**src/hw/rtl/tpad_pkg.sv**
```systemverilog
`default_nettype none

package tpad_pkg;

    // default delay / counter width
    localparam int DELAY_BITS_DEF = 14;

    // register reset values
    localparam int ZERO_DELAY_RST    = 7000;
    localparam int DELAY_SPAN_RST    = 6200;
    localparam int FULL_ON_DELAY_RST = 800;
    localparam int PULSE_TICKS_RST   = 20;

    // only the low 14 bits of a delay register write are kept
    localparam int CFG_DELAY_MASK = 16'h3FFF;

    // register indexes
    localparam logic [1:0] REG_ZERO_DELAY    = 2'd0;
    localparam logic [1:0] REG_DELAY_SPAN    = 2'd1;
    localparam logic [1:0] REG_FULL_ON_DELAY = 2'd2;
    localparam logic [1:0] REG_PULSE_TICKS   = 2'd3;

    // action codes
    localparam logic [2:0] ACT_TICK  = 3'd0;
    localparam logic [2:0] ACT_ZERO  = 3'd1;
    localparam logic [2:0] ACT_LEVEL = 3'd2;
    localparam logic [2:0] ACT_ON    = 3'd3;
    localparam logic [2:0] ACT_OFF   = 3'd4;

    // level scaling
    localparam logic [6:0] PCT_MAX   = 7'd100;
    localparam int         LEVEL_DIV = 100;

    typedef struct packed {
        logic [2:0] action;
        logic [6:0] percent;
    } in_t;

    typedef struct packed {
        logic        gate;
        logic        busy_res;
        logic        enabled;
        logic [13:0] delay_now;
    } out_t;

    // one slot of the level pipeline
    typedef struct packed {
        logic valid;
        in_t  item;
    } lvl_stage_t;

endpackage

`default_nettype wire

```
**src/hw/rtl/tpad_cfg.sv**
```systemverilog
`default_nettype none

module tpad_cfg #(
    parameter int DB = tpad_pkg::DELAY_BITS_DEF
) (
    input  wire logic          clk,
    input  wire logic          rst_n,
    input  wire logic          cfg_we,
    input  wire logic [1:0]    cfg_index,
    input  wire logic [DB-1:0] cfg_data,
    output logic      [DB-1:0] zero_delay,
    output logic      [DB-1:0] delay_span,
    output logic      [DB-1:0] full_on_delay,
    output logic      [7:0]    pulse_ticks
);
    import tpad_pkg::*;

    logic [DB-1:0] zero_delay_reg;
    logic [DB-1:0] delay_span_reg;
    logic [DB-1:0] full_on_delay_reg;
    logic [7:0]    pulse_ticks_reg;
    logic [DB-1:0] wdata_delay;

    assign wdata_delay = cfg_data & DB'(CFG_DELAY_MASK);

    always_ff @(posedge clk or negedge rst_n)
    begin
        if (!rst_n)
        begin
            zero_delay_reg    <= DB'(ZERO_DELAY_RST);
            delay_span_reg    <= DB'(DELAY_SPAN_RST);
            full_on_delay_reg <= DB'(FULL_ON_DELAY_RST);
            pulse_ticks_reg   <= 8'(PULSE_TICKS_RST);
        end
        else if (cfg_we)
        begin
            unique case (cfg_index)
                REG_ZERO_DELAY:    zero_delay_reg    <= wdata_delay;
                REG_DELAY_SPAN:    delay_span_reg    <= wdata_delay;
                REG_FULL_ON_DELAY: full_on_delay_reg <= wdata_delay;
                REG_PULSE_TICKS:   pulse_ticks_reg   <= cfg_data[7:0];
                default:           ;
            endcase
        end
    end

    assign zero_delay    = zero_delay_reg;
    assign delay_span    = delay_span_reg;
    assign full_on_delay = full_on_delay_reg;
    assign pulse_ticks   = pulse_ticks_reg;

endmodule

`default_nettype wire

```
**src/hw/rtl/tpad_level.sv**
```systemverilog
`default_nettype none

module tpad_level #(
    parameter int DB = tpad_pkg::DELAY_BITS_DEF
) (
    input  wire logic                 clk,
    input  wire logic                 rst_n,
    input  wire logic                 adv,
    input  wire logic                 in_valid,
    input  wire tpad_pkg::in_t        in_data,
    input  wire logic [DB-1:0]        zero_delay,
    input  wire logic [DB-1:0]        delay_span,
    output tpad_pkg::lvl_stage_t      s3,
    output logic      [DB-1:0]        level_delay
);
    import tpad_pkg::*;

    localparam int PROD_W = DB + 7;
    localparam int K      = PROD_W + 7;
    localparam int MW     = 2 * PROD_W + 1;
    // floor(2^K / 100): estimate is exact or one low for any product
    localparam longint unsigned RECIP = (64'd1 << K) / LEVEL_DIV;

    lvl_stage_t        s1_reg, s2_reg, s3_reg;
    logic [PROD_W-1:0] s1_prod_reg, s2_prod_reg;
    logic [DB-1:0]     s2_qest_reg;
    logic [DB-1:0]     s3_cut_reg;

    logic [6:0]        pct_sat;
    logic [PROD_W-1:0] prod;
    logic [MW-1:0]     mult;
    logic [PROD_W-1:0] rem;
    logic [DB-1:0]     cut;

    // stage 1: span * saturated percent
    assign pct_sat = (in_data.percent > PCT_MAX) ? PCT_MAX : in_data.percent;
    assign prod    = PROD_W'(delay_span) * PROD_W'(pct_sat);

    // stage 2: reciprocal multiply
    assign mult = MW'(s1_prod_reg) * MW'(RECIP);

    // stage 3: one-step correction of the quotient
    assign rem = s2_prod_reg - PROD_W'(s2_qest_reg) * PROD_W'(LEVEL_DIV);
    assign cut = (rem >= PROD_W'(LEVEL_DIV)) ? s2_qest_reg + 1'b1 : s2_qest_reg;

    always_ff @(posedge clk or negedge rst_n)
    begin
        if (!rst_n)
        begin
            s1_reg <= '0;
            s2_reg <= '0;
            s3_reg <= '0;
        end
        else if (adv)
        begin
            s1_reg.valid <= in_valid;
            s1_reg.item  <= in_data;
            s2_reg       <= s1_reg;
            s3_reg       <= s2_reg;
        end
    end

    always_ff @(posedge clk)
    begin
        if (adv)
        begin
            s1_prod_reg <= prod;
            s2_prod_reg <= s1_prod_reg;
            s2_qest_reg <= mult[K +: DB];
            s3_cut_reg  <= cut;
        end
    end

    assign s3          = s3_reg;
    // negative delay saturates at zero
    assign level_delay = (s3_cut_reg >= zero_delay) ? '0 : zero_delay - s3_cut_reg;

endmodule

`default_nettype wire

```
**src/hw/rtl/tpad_fire.sv**
```systemverilog
`default_nettype none

module tpad_fire #(
    parameter int DB = tpad_pkg::DELAY_BITS_DEF
) (
    input  wire logic                 clk,
    input  wire logic                 rst_n,
    input  wire logic                 adv,
    input  wire tpad_pkg::lvl_stage_t s3,
    input  wire logic [DB-1:0]        level_delay,
    input  wire logic [DB-1:0]        full_on_delay,
    input  wire logic [7:0]           pulse_ticks,
    output logic                      out_valid,
    output tpad_pkg::out_t            out_data
);
    import tpad_pkg::*;

    localparam logic [1:0] PH_IDLE  = 2'd0;
    localparam logic [1:0] PH_DELAY = 2'd1;
    localparam logic [1:0] PH_PULSE = 2'd2;

    logic [DB-1:0] firing_delay_reg, firing_delay_next;
    logic          firing_enabled_reg, firing_enabled_next;
    logic [1:0]    phase_reg, phase_next;
    logic [DB-1:0] tick_count_reg, tick_count_next;
    logic          gate_level_reg, gate_level_next;
    logic          out_valid_reg;
    out_t          out_data_reg;
    logic          step;
    logic          cnt_last;

    assign step     = adv && s3.valid;
    assign cnt_last = (tick_count_reg <= DB'(1));

    always_comb
    begin
        firing_delay_next   = firing_delay_reg;
        firing_enabled_next = firing_enabled_reg;
        phase_next          = phase_reg;
        tick_count_next     = tick_count_reg;
        gate_level_next     = gate_level_reg;
        if (phase_reg != PH_DELAY && phase_reg != PH_PULSE)
            phase_next = PH_IDLE;
        unique case (s3.item.action)
            ACT_TICK:
            begin
                unique case (phase_reg)
                    PH_DELAY:
                    begin
                        if (cnt_last)
                        begin
                            gate_level_next = 1'b1;
                            phase_next      = PH_PULSE;
                            tick_count_next = DB'(pulse_ticks);
                        end
                        else
                            tick_count_next = tick_count_reg - 1'b1;
                    end
                    PH_PULSE:
                    begin
                        if (cnt_last)
                        begin
                            gate_level_next = 1'b0;
                            phase_next      = PH_IDLE;
                            tick_count_next = '0;
                        end
                        else
                            tick_count_next = tick_count_reg - 1'b1;
                    end
                    default: ;
                endcase
            end
            ACT_ZERO:
            begin
                if (firing_enabled_reg && phase_reg != PH_DELAY && phase_reg != PH_PULSE)
                begin
                    phase_next      = PH_DELAY;
                    tick_count_next = firing_delay_reg;
                end
            end
            ACT_LEVEL:
            begin
                firing_delay_next   = level_delay;
                firing_enabled_next = 1'b1;
            end
            ACT_ON:
            begin
                firing_delay_next   = full_on_delay;
                firing_enabled_next = 1'b1;
                gate_level_next     = 1'b1;
            end
            ACT_OFF:
            begin
                // an in-flight delay or pulse phase keeps running; the gate drops at once
                firing_enabled_next = 1'b0;
                gate_level_next     = 1'b0;
            end
            default: ;
        endcase
    end

    always_ff @(posedge clk or negedge rst_n)
    begin
        if (!rst_n)
        begin
            firing_delay_reg   <= '0;
            firing_enabled_reg <= 1'b0;
            phase_reg          <= PH_IDLE;
            tick_count_reg     <= '0;
            gate_level_reg     <= 1'b0;
            out_valid_reg      <= 1'b0;
        end
        else
        begin
            if (step)
            begin
                firing_delay_reg   <= firing_delay_next;
                firing_enabled_reg <= firing_enabled_next;
                phase_reg          <= phase_next;
                tick_count_reg     <= tick_count_next;
                gate_level_reg     <= gate_level_next;
            end
            if (adv)
                out_valid_reg <= s3.valid;
        end
    end

    always_ff @(posedge clk)
    begin
        if (step)
        begin
            out_data_reg.gate      <= gate_level_next;
            out_data_reg.busy_res  <= (phase_next != PH_IDLE);
            out_data_reg.enabled   <= firing_enabled_next;
            out_data_reg.delay_now <= 14'(firing_delay_next);
        end
    end

    assign out_valid = out_valid_reg;
    assign out_data  = out_data_reg;

endmodule

`default_nettype wire

```
**src/hw/rtl/triac_phase_angle_dimmer_core.sv**
```systemverilog
`default_nettype none
// Triac phase-angle dimmer core.
// Four register stages: three level-math stages, the last one feeding the state and
// result registers.
// Throughput: one transaction per cycle; the whole pipeline holds only on an output stall.
// Reset: rst_n asynchronous, active low; clears pipeline valids, dimmer state and loads
// register defaults (zero_delay 7000, delay_span 6200, full_on_delay 800, pulse_ticks 20).

module triac_phase_angle_dimmer_core #(
    parameter int DELAY_BITS = tpad_pkg::DELAY_BITS_DEF
) (
    input  wire logic                  clk,
    input  wire logic                  rst_n,
    // input channel
    input  wire logic                  in_valid,
    output logic                       in_stall,
    input  wire tpad_pkg::in_t         in_data,
    // result channel
    output logic                       out_valid,
    input  wire logic                  out_stall,
    output tpad_pkg::out_t             out_data,
    // register write port
    input  wire logic                  cfg_we,
    input  wire logic [1:0]            cfg_index,
    input  wire logic [DELAY_BITS-1:0] cfg_data
);
    import tpad_pkg::*;

    logic [DELAY_BITS-1:0] zero_delay;
    logic [DELAY_BITS-1:0] delay_span;
    logic [DELAY_BITS-1:0] full_on_delay;
    logic [7:0]            pulse_ticks;
    logic [DELAY_BITS-1:0] level_delay;
    lvl_stage_t            s3;
    logic                  adv;

    // The pipeline moves as one: every stage advances unless a finished result
    // sits in the output register and the consumer stalls. The output register
    // acts as the slot that parts the two sides, so a new transaction is taken
    // in the same cycle the previous result is taken.
    assign adv      = !(out_valid && out_stall);
    assign in_stall = !adv;

    tpad_cfg #(
        .DB(DELAY_BITS)
    ) u_cfg (
        .clk           (clk),
        .rst_n         (rst_n),
        .cfg_we        (cfg_we),
        .cfg_index     (cfg_index),
        .cfg_data      (cfg_data),
        .zero_delay    (zero_delay),
        .delay_span    (delay_span),
        .full_on_delay (full_on_delay),
        .pulse_ticks   (pulse_ticks)
    );

    // Level math: delay = zero_delay - floor(span * pct / 100), saturated at 0.
    // The divide by 100 is a reciprocal multiply plus one correction step.
    // None of it depends on dimmer state, so it runs ahead of the state stage.
    tpad_level #(
        .DB(DELAY_BITS)
    ) u_level (
        .clk         (clk),
        .rst_n       (rst_n),
        .adv         (adv),
        .in_valid    (in_valid),
        .in_data     (in_data),
        .zero_delay  (zero_delay),
        .delay_span  (delay_span),
        .s3          (s3),
        .level_delay (level_delay)
    );

    // State stage: phase sequencer (idle / delay count / gate pulse), enable,
    // firing delay, gate level; registers one result per transaction.
    tpad_fire #(
        .DB(DELAY_BITS)
    ) u_fire (
        .clk           (clk),
        .rst_n         (rst_n),
        .adv           (adv),
        .s3            (s3),
        .level_delay   (level_delay),
        .full_on_delay (full_on_delay),
        .pulse_ticks   (pulse_ticks),
        .out_valid     (out_valid),
        .out_data      (out_data)
    );

endmodule

`default_nettype wire
```
**config.mk**
```make
export PLATFORM = sky130hd
export DESIGN_NAME = triac_phase_angle_dimmer_core
export DESIGN_NICKNAME = d
export VERILOG_FILES = /design/src/hw/rtl/tpad_pkg.sv /design/src/hw/rtl/tpad_cfg.sv /design/src/hw/rtl/tpad_level.sv /design/src/hw/rtl/tpad_fire.sv /design/src/hw/rtl/triac_phase_angle_dimmer_core.sv
export SDC_FILE = /design/constraint.sdc
export NUM_CORES = 1
export LEC_CHECK = 0
export ABC_AREA = 1
export BUFFER_PORTS_ARGS = -buffer_cell sky130_fd_sc_hd__buf_2
export CORE_UTILIZATION = 38
export CTS_BUF_LIST = sky130_fd_sc_hd__clkbuf_8
export DETAILED_ROUTE_END_ITERATION = 10
export PLACE_DENSITY_LB_ADDON = 0.15
export SYNTH_ARGS = -nofsm -noshare
export SYNTH_HDL_FRONTEND = slang
export SYNTH_SLANG_ARGS = --single-unit
```
**constraint.sdc**
```tcl
create_clock -name clk -period 6.7 [get_ports clk]
set_input_delay 1.675 -clock clk [delete_from_list [all_inputs] [get_ports clk]]
set_output_delay 1.675 -clock clk [all_outputs]
set_load 0.01 [all_outputs]
```
==> flow_summary_export.csv, run 1 <==
group,metric,value,unit
critical_path,timing.rr.start,"u_level.s1_prod_reg[12]$_DFFE_PN_",
drt,drtAntennaViolNets,0,
synthesis,netlist.area_leader.share,20.5,%
global_routing,antenna_violations_before_repair,1,
synthesis,synth-seq-area-share,22.8,%
synthesis,synth_cell_type_count,46,
critical_path,worst_setup_path_startpoint,"u_level.s1_prod_reg[12]$_DFFE_PN_",
clock_network,clkLatencyLatePin,530,ps
layout,layout.nets,3220,
layout,multi_input_comb_area,0.0146,mm2
die,die_height,241,um
synthesis,synth_cells,2565,
die,floorplan.core_area,0.0565,mm2
clock_network,post_cts_buffers,0,
die,num_io_pins,50,
critical_path,cpMostUsedCell,"fa_1",
hold_path,critical_hold_path_startpoint,"u_level.s1_reg[8]$_DFFE_PN0N_",
clock_network,cts.sinks,180,
critical_path,cp_data_arrival_time,6390,ps
die,die_boundary_width,241,um
drt,detailroute.via_count,16500,
global_routing,grt_first_pass_wirelength,89.2,mm
timing,final.min_clock_period,6060,ps
critical_path,cp_max_stage_cell,"edfxtp_1",
timing,worst-slew-pin-transition,1170,ps
clock_network,h-tree-depth,4,
drt,number_of_iterations_in_the_first_detailed_routing_pass,5,
outcome,outcome,"complete, no violations",
critical_path,critical_path.endpoint_type,"register",
hold_path,worst_hold_class,"register to register",
job,max-cap-violations,0,
drt,wire_per_inst,16.3,um
clock_network,cts_hold_repair.buffers,0,
synthesis,synth_top_cells_by_area,"fa_1, ha_1, edfxtp_1, nand2_1, inv_1",
timing,timing.final.crit_share,90.5,%
drt,drc,0,
critical_path,critical_path.max_stage_delay,860,ps
placed_design,dpl.hpwl,46.7,mm
die,die_area,0.0582,mm2
timing,timing.final.max_slew_violations,0,
synthesis,yosysWarnings,0,
synthesis,postSynthRegisterBits,180,
drt,drt-initial-drc-count,866,
synthesis,async_flop_share,52.8,%
clock_network,buffer_levels_on_the_longest_clock_path,2,
timing,rsz0062_at_grt,"false",
clock_network,cts_resized,0,
die,effective_utilization_at_floorplan,38.5,%
layout,num-fill-cells,5802,
critical_path,worst_path_dominant_cell_family,"adder cells",
timing,hold_viol,0,
global_routing,grt_usage,20.0,%
synthesis,synth_enable_flop_cells,85,
layout,layout-drive-gt1-share,5.13,%
critical_path,cp.buffers_inverters,3,
timing,fmax,165,MHz
critical_path,worst_ep_required_time,7020,ps
timing,worst_slew_margin_rel,21.9,%
critical_path,worst_setup_path_start_kind,"register",
clock_network,clock_tree.root_cell,"clkbuf_8",
die,placement_rows,87,
clock_network,tritoncts,"built",
global_routing,grt_max_degree,69,
critical_path,timing_worst_setup_path_type,"register to register",
timing,finalClockSkew,14.0,ps
synthesis,prevailing_post_synth_register_cell,"edfxtp_1",
timing,setup_violations,0,
global_routing,number_of_global_route_vias_before_repair,16500,
drt,viasPerCell,4.86,
clock_network,clkSlewWorstSetupHoldPaths,100,ps
placed_design,gp_congestion,0.868,
drt,finalWirelength,55.3,mm
timing,setup-tns-final,0,ps
layout,areaGrowthSynthToFinish,7.27,%
synthesis,syn_nets,3166,
critical_path,critical_path.cell_chain,"ha_1, fa_1, fa_1, fa_1, inv_1, fa_1, inv_1, fa_1, ha_1, ha_1, nand2_1, nor2_1, inv_1, nor3_1, a21oi_1, o21ai_0, xor2_1",
critical_path,critical_path.max_fanout,10,
synthesis,yosys.area.top_type,"fa_1",
clock_network,number_of_cts_inserted_buffers,17,
synthesis,synth_area,0.0217,mm2
global_routing,globalRouteOverflowTotal,0,
placed_design,buffer_ports.inserted,49,
synthesis,avgSynthCellArea,8.48,um2
layout,largest_register_ffs,21,
layout,layout.area.seq,0.00495,mm2
-- synth_stat cells, types with 23 or more instances --
| library cell | instances |
|---|---|
| nand3_1 | 104 |
| clkbuf_1 | 23 |
| o21ai_0 | 119 |
| nand2_1 | 573 |
| edfxtp_1 | 85 |
| ha_1 | 347 |
| dfrtp_1 | 78 |
| nor2_1 | 135 |
| a21oi_1 | 105 |
| fa_1 | 223 |
| xor2_1 | 52 |
| inv_1 | 551 |
-- layer usage --
metal | vias up | track usage (%) | wire length, um
met3 | 49 | 2.71 | 1480
li1 | 8188 | - | -
met1 | 8020 | 27.1 | 25800
met2 | 202 | 33.7 | 27000
met5 | - | 0 | 0
met4 | 0 | 4.97 | 987
-- metrics by stage --
stage / cells / hold slack, ps / worst slack, ps / cell area, um2 / util, %
after floorplan: 2565 / 432 / 523 / 21700 / -
after global placement: 3356 / 460 / 299 / 22900 / 40.6
after detailed placement: 3356 / 463 / 235 / 22900 / 40.6
after CTS: 3388 / 492 / 648 / 23300 / 41.3
after global routing: 3388 / 513 / 337 / 23300 / 41.3
final: 3389 / 487 / 636 / 23300 / 41.3
-- final timing paths --
kind	end	slack [ps]	cells past startpoint
worst max register to register	u_level.s2_qest_reg[0]$_DFFE_PN_	640	17
max in group asynchronous	u_cfg.zero_delay[10]$_DFFE_PN0P_	4440	2
worst min register to register	u_level.s1_reg[8]$_DFFE_PN0N_	490	2
worst max-delay path	u_level.s2_qest_reg[0]$_DFFE_PN_	640	17
worst min-delay path	u_level.s1_reg[8]$_DFFE_PN0N_	490	2
min in group asynchronous	u_level.s2_reg[10]$_DFFE_PN0N_	1090	1
-- worst min-delay path: cells and delay by family, from the launching register on --
| kind | cells | cell delay (ps) |
|---|---|---|
| flip-flops | 1 | 350 |
| AND/OR/NAND/NOR | 2 | 100 |
-- logic make-up after synthesis --
group           synth area share [%]
fa+ha+maj                       40.5
flops                           22.8
xor+xnor                        2.94
compound gates                  7.04
buf+inv                         10.3
simple gates                    16.5
-- final cells by class --
class / count / share of cell area [%]
Antenna cell: 1 / 0.0107
Clock inverter: 15 / 0.638
Multi-Input combinational cell: 1797 / 62.5
Timing Repair Buffer: 67 / 1.64
Sequential cell: 180 / 21.2
Clock buffer: 17 / 1.00
Inverter: 556 / 8.95
Tap cell: 756 / 4.06
-- placed cells by master (no fill, tap or decap), types with 78 or more instances in the layout --
cell	count
dfrtp_1	78
nor2_1	134
fa_1	223
edfxtp_1	85
a21oi_1	105
nand3_1	104
nand2_1	572
ha_1	347
o21ai_0	119
inv_1	553
Power of run 1 is not shown: default switching activity piles up to over one toggle a cycle in this logic, so the estimate is an artifact.
==> inputs of run 2 (changes only) <==
Clock period 6.7 ns to 7.1 ns, I/O delays scaled along.
==> run 2 against run 1 <==
Compared with the run above:
- worst setup slack gained 230 ps
- clock skew up 11 ps
- final cell count shrank 0.24%
- via count decreased by 0.43%
- largest cell class unchanged
- register-to-register slack improved by 320 ps
- cell area is essentially flat
- wire length shrank 1.1%
- core utilization hardly changed
- non-clock buffer count decreased by 8
- flip-flop and latch count stayed put
- worst hold slack better by 3.7 ps
- global-route usage is 0.19 points lower
==> flow_summary_export.csv, run 2 (same netlist as run 1, synthesis figures left out) <==
group,metric,value,unit
drt,drt-initial-drc-count,904,
timing,setup-tns-final,0,ps
global_routing,grt_first_pass_wirelength,87.8,mm
clock_network,number_of_cts_inserted_buffers,17,
job,max-cap-violations,0,
die,die_area,0.0582,mm2
timing,rsz0062_at_grt,"false",
global_routing,globalRouteOverflowTotal,0,
layout,num-fill-cells,5753,
placed_design,gp_congestion,0.890,
timing,hold_viol,0,
layout,layout.nets,3212,
placed_design,postPlaceCellArea,0.0229,mm2
hold_path,worst_hold_class,"register to register",
timing,worst-slew-pin-transition,1150,ps
clock_network,buffer_levels_on_the_longest_clock_path,2,
critical_path,critical_path.cell_chain,"buf_2, o21ai_0, nand2_1, and3_1, inv_1, nand2_1, inv_1, nand2_1, fa_1, inv_1, ha_1, inv_1, fa_1, fa_1, inv_1, ha_1, a21oi_1, nand2_1, a21o_1, a21oi_1, o21ai_0, nand3_1, nand2_1, xor2_1",
global_routing,number_of_global_route_vias_before_repair,16200,
clock_network,cts.sinks,180,
timing,setup_violations,0,
layout,areaGrowthSynthToFinish,7.34,%
drt,viasPerCell,4.85,
critical_path,timing_worst_setup_path_type,"input port to register",
timing,timing.final.max_slew_violations,0,
die,effective_utilization_at_floorplan,38.5,%
critical_path,critical_path.max_fanout,8,
outcome,outcome,"complete, no violations",
critical_path,worst_ep_required_time,7390,ps
critical_path,worst_path_dominant_cell_family,"adder cells",
clock_network,h-tree-depth,4,
drt,number_of_iterations_in_the_first_detailed_routing_pass,8,
drt,wire_per_inst,16.2,um
clock_network,post_cts_buffers,0,
die,placement_rows,87,
critical_path,cp_max_stage_cell,"fa_1",
die,floorplan.core_area,0.0565,mm2
layout,final_cell_area,0.0233,mm2
placed_design,dpl.hpwl,46.2,mm
layout,layout-drive-gt1-share,4.92,%
clock_network,clkLatencyLatePin,540,ps
placed_design,buffer_ports.inserted,49,
drt,finalWirelength,54.7,mm
global_routing,grt_usage,19.9,%
layout,largest_register_ffs,21,
timing,timing.final.crit_share,87.8,%
timing,final.min_clock_period,6230,ps
critical_path,worst_setup_path_start_kind,"input port",
layout,layout.area.seq,0.00495,mm2
global_routing,antenna_violations_before_repair,1,
timing,worst_slew_margin_rel,22.8,%
critical_path,cp_data_arrival_time,6520,ps
critical_path,critical_path.max_stage_delay,550,ps
drt,drc,0,
timing,fmax,160,MHz
drt,drtAntennaViolNets,0,
clock_network,cts_resized,0,
layout,layout_common_cells,"nand2_1, inv_1, ha_1, fa_1, nor2_1",
timing,finalClockSkew,24.8,ps
layout,most_common_cell_after_layout_fill_and_taps_aside,"nand2_1",
die,die_height,241,um
die,num_io_pins,50,
critical_path,critical_path.endpoint_type,"register",
global_routing,grt_max_degree,85,
layout,final_core_utilization,41.3,%
clock_network,tritoncts,"built",
clock_network,clock_tree.root_cell,"clkbuf_8",
drt,detailroute.via_count,16400,
critical_path,cp.buffers_inverters,6,
die,die_boundary_width,241,um
clock_network,clkSlewWorstSetupHoldPaths,100,ps
layout,multi_input_comb_area,0.0146,mm2
clock_network,cts_hold_repair.buffers,0,
==> run 2: cell type report <==
| cell class | instances | share of cell area (%) |
|---|---|---|
| multi-input cells | 1797 | 62.4 |
| repair buffers | 59 | 1.38 |
| diodes | 1 | 0.0107 |
| well taps | 756 | 4.05 |
| inverters | 556 | 8.94 |
| flip-flops and latches | 180 | 21.2 |
| clock buffers | 17 | 1.00 |
| clock inverters | 15 | 0.960 |
==> run 2: metal layers <==
layer	up-vias	share of wire, %	track usage [%]
met5	-	0.018	0
met4	2	1.7	5.33
met3	48	2.4	2.06
met2	227	48	33.2
met1	7920	48	27.2
li1	8191	-	-
==> run 2: metrics by stage <==
stage / cells / worst slack (ps) / hold WS [ps]
final: 3381 / 869 / 491
after global routing: 3380 / 573 / 514
after CTS: 3380 / 934 / 495
after detailed placement: 3348 / 390 / 468
after global placement: 3348 / 471 / 460
after floorplan: 2565 / 823 / 432
==> run 2: tightest hold or removal path, cell delays in order (launching register included) <==
cell and delay [ps]:
dfrtp_1 360, nand2_1 50, nand2_1 50
==> run 2: final timing paths <==
kind                       cells past startpoint                                     to  slack (ps)                               from
max reg2reg                                   20      u_level.s2_qest_reg[12]$_DFFE_PN_         960  u_level.s1_prod_reg[19]$_DFFE_PN_
max                                           24      u_level.s1_prod_reg[14]$_DFFE_PN_         870                         in_data[1]
min in group asynchronous                      1  u_fire.tick_count_reg[13]$_DFFE_PN0P_        1150                              rst_n
min reg2reg                                    2          u_level.s2_reg[8]$_DFFE_PN0N_         490      u_level.s2_reg[8]$_DFFE_PN0N_
max in group asynchronous                      2    u_cfg.full_on_delay[10]$_DFFE_PN0P_        4750                              rst_n
min                                            2          u_level.s2_reg[8]$_DFFE_PN0N_         490      u_level.s2_reg[8]$_DFFE_PN0N_
Power of run 2 is left out for the same reason.
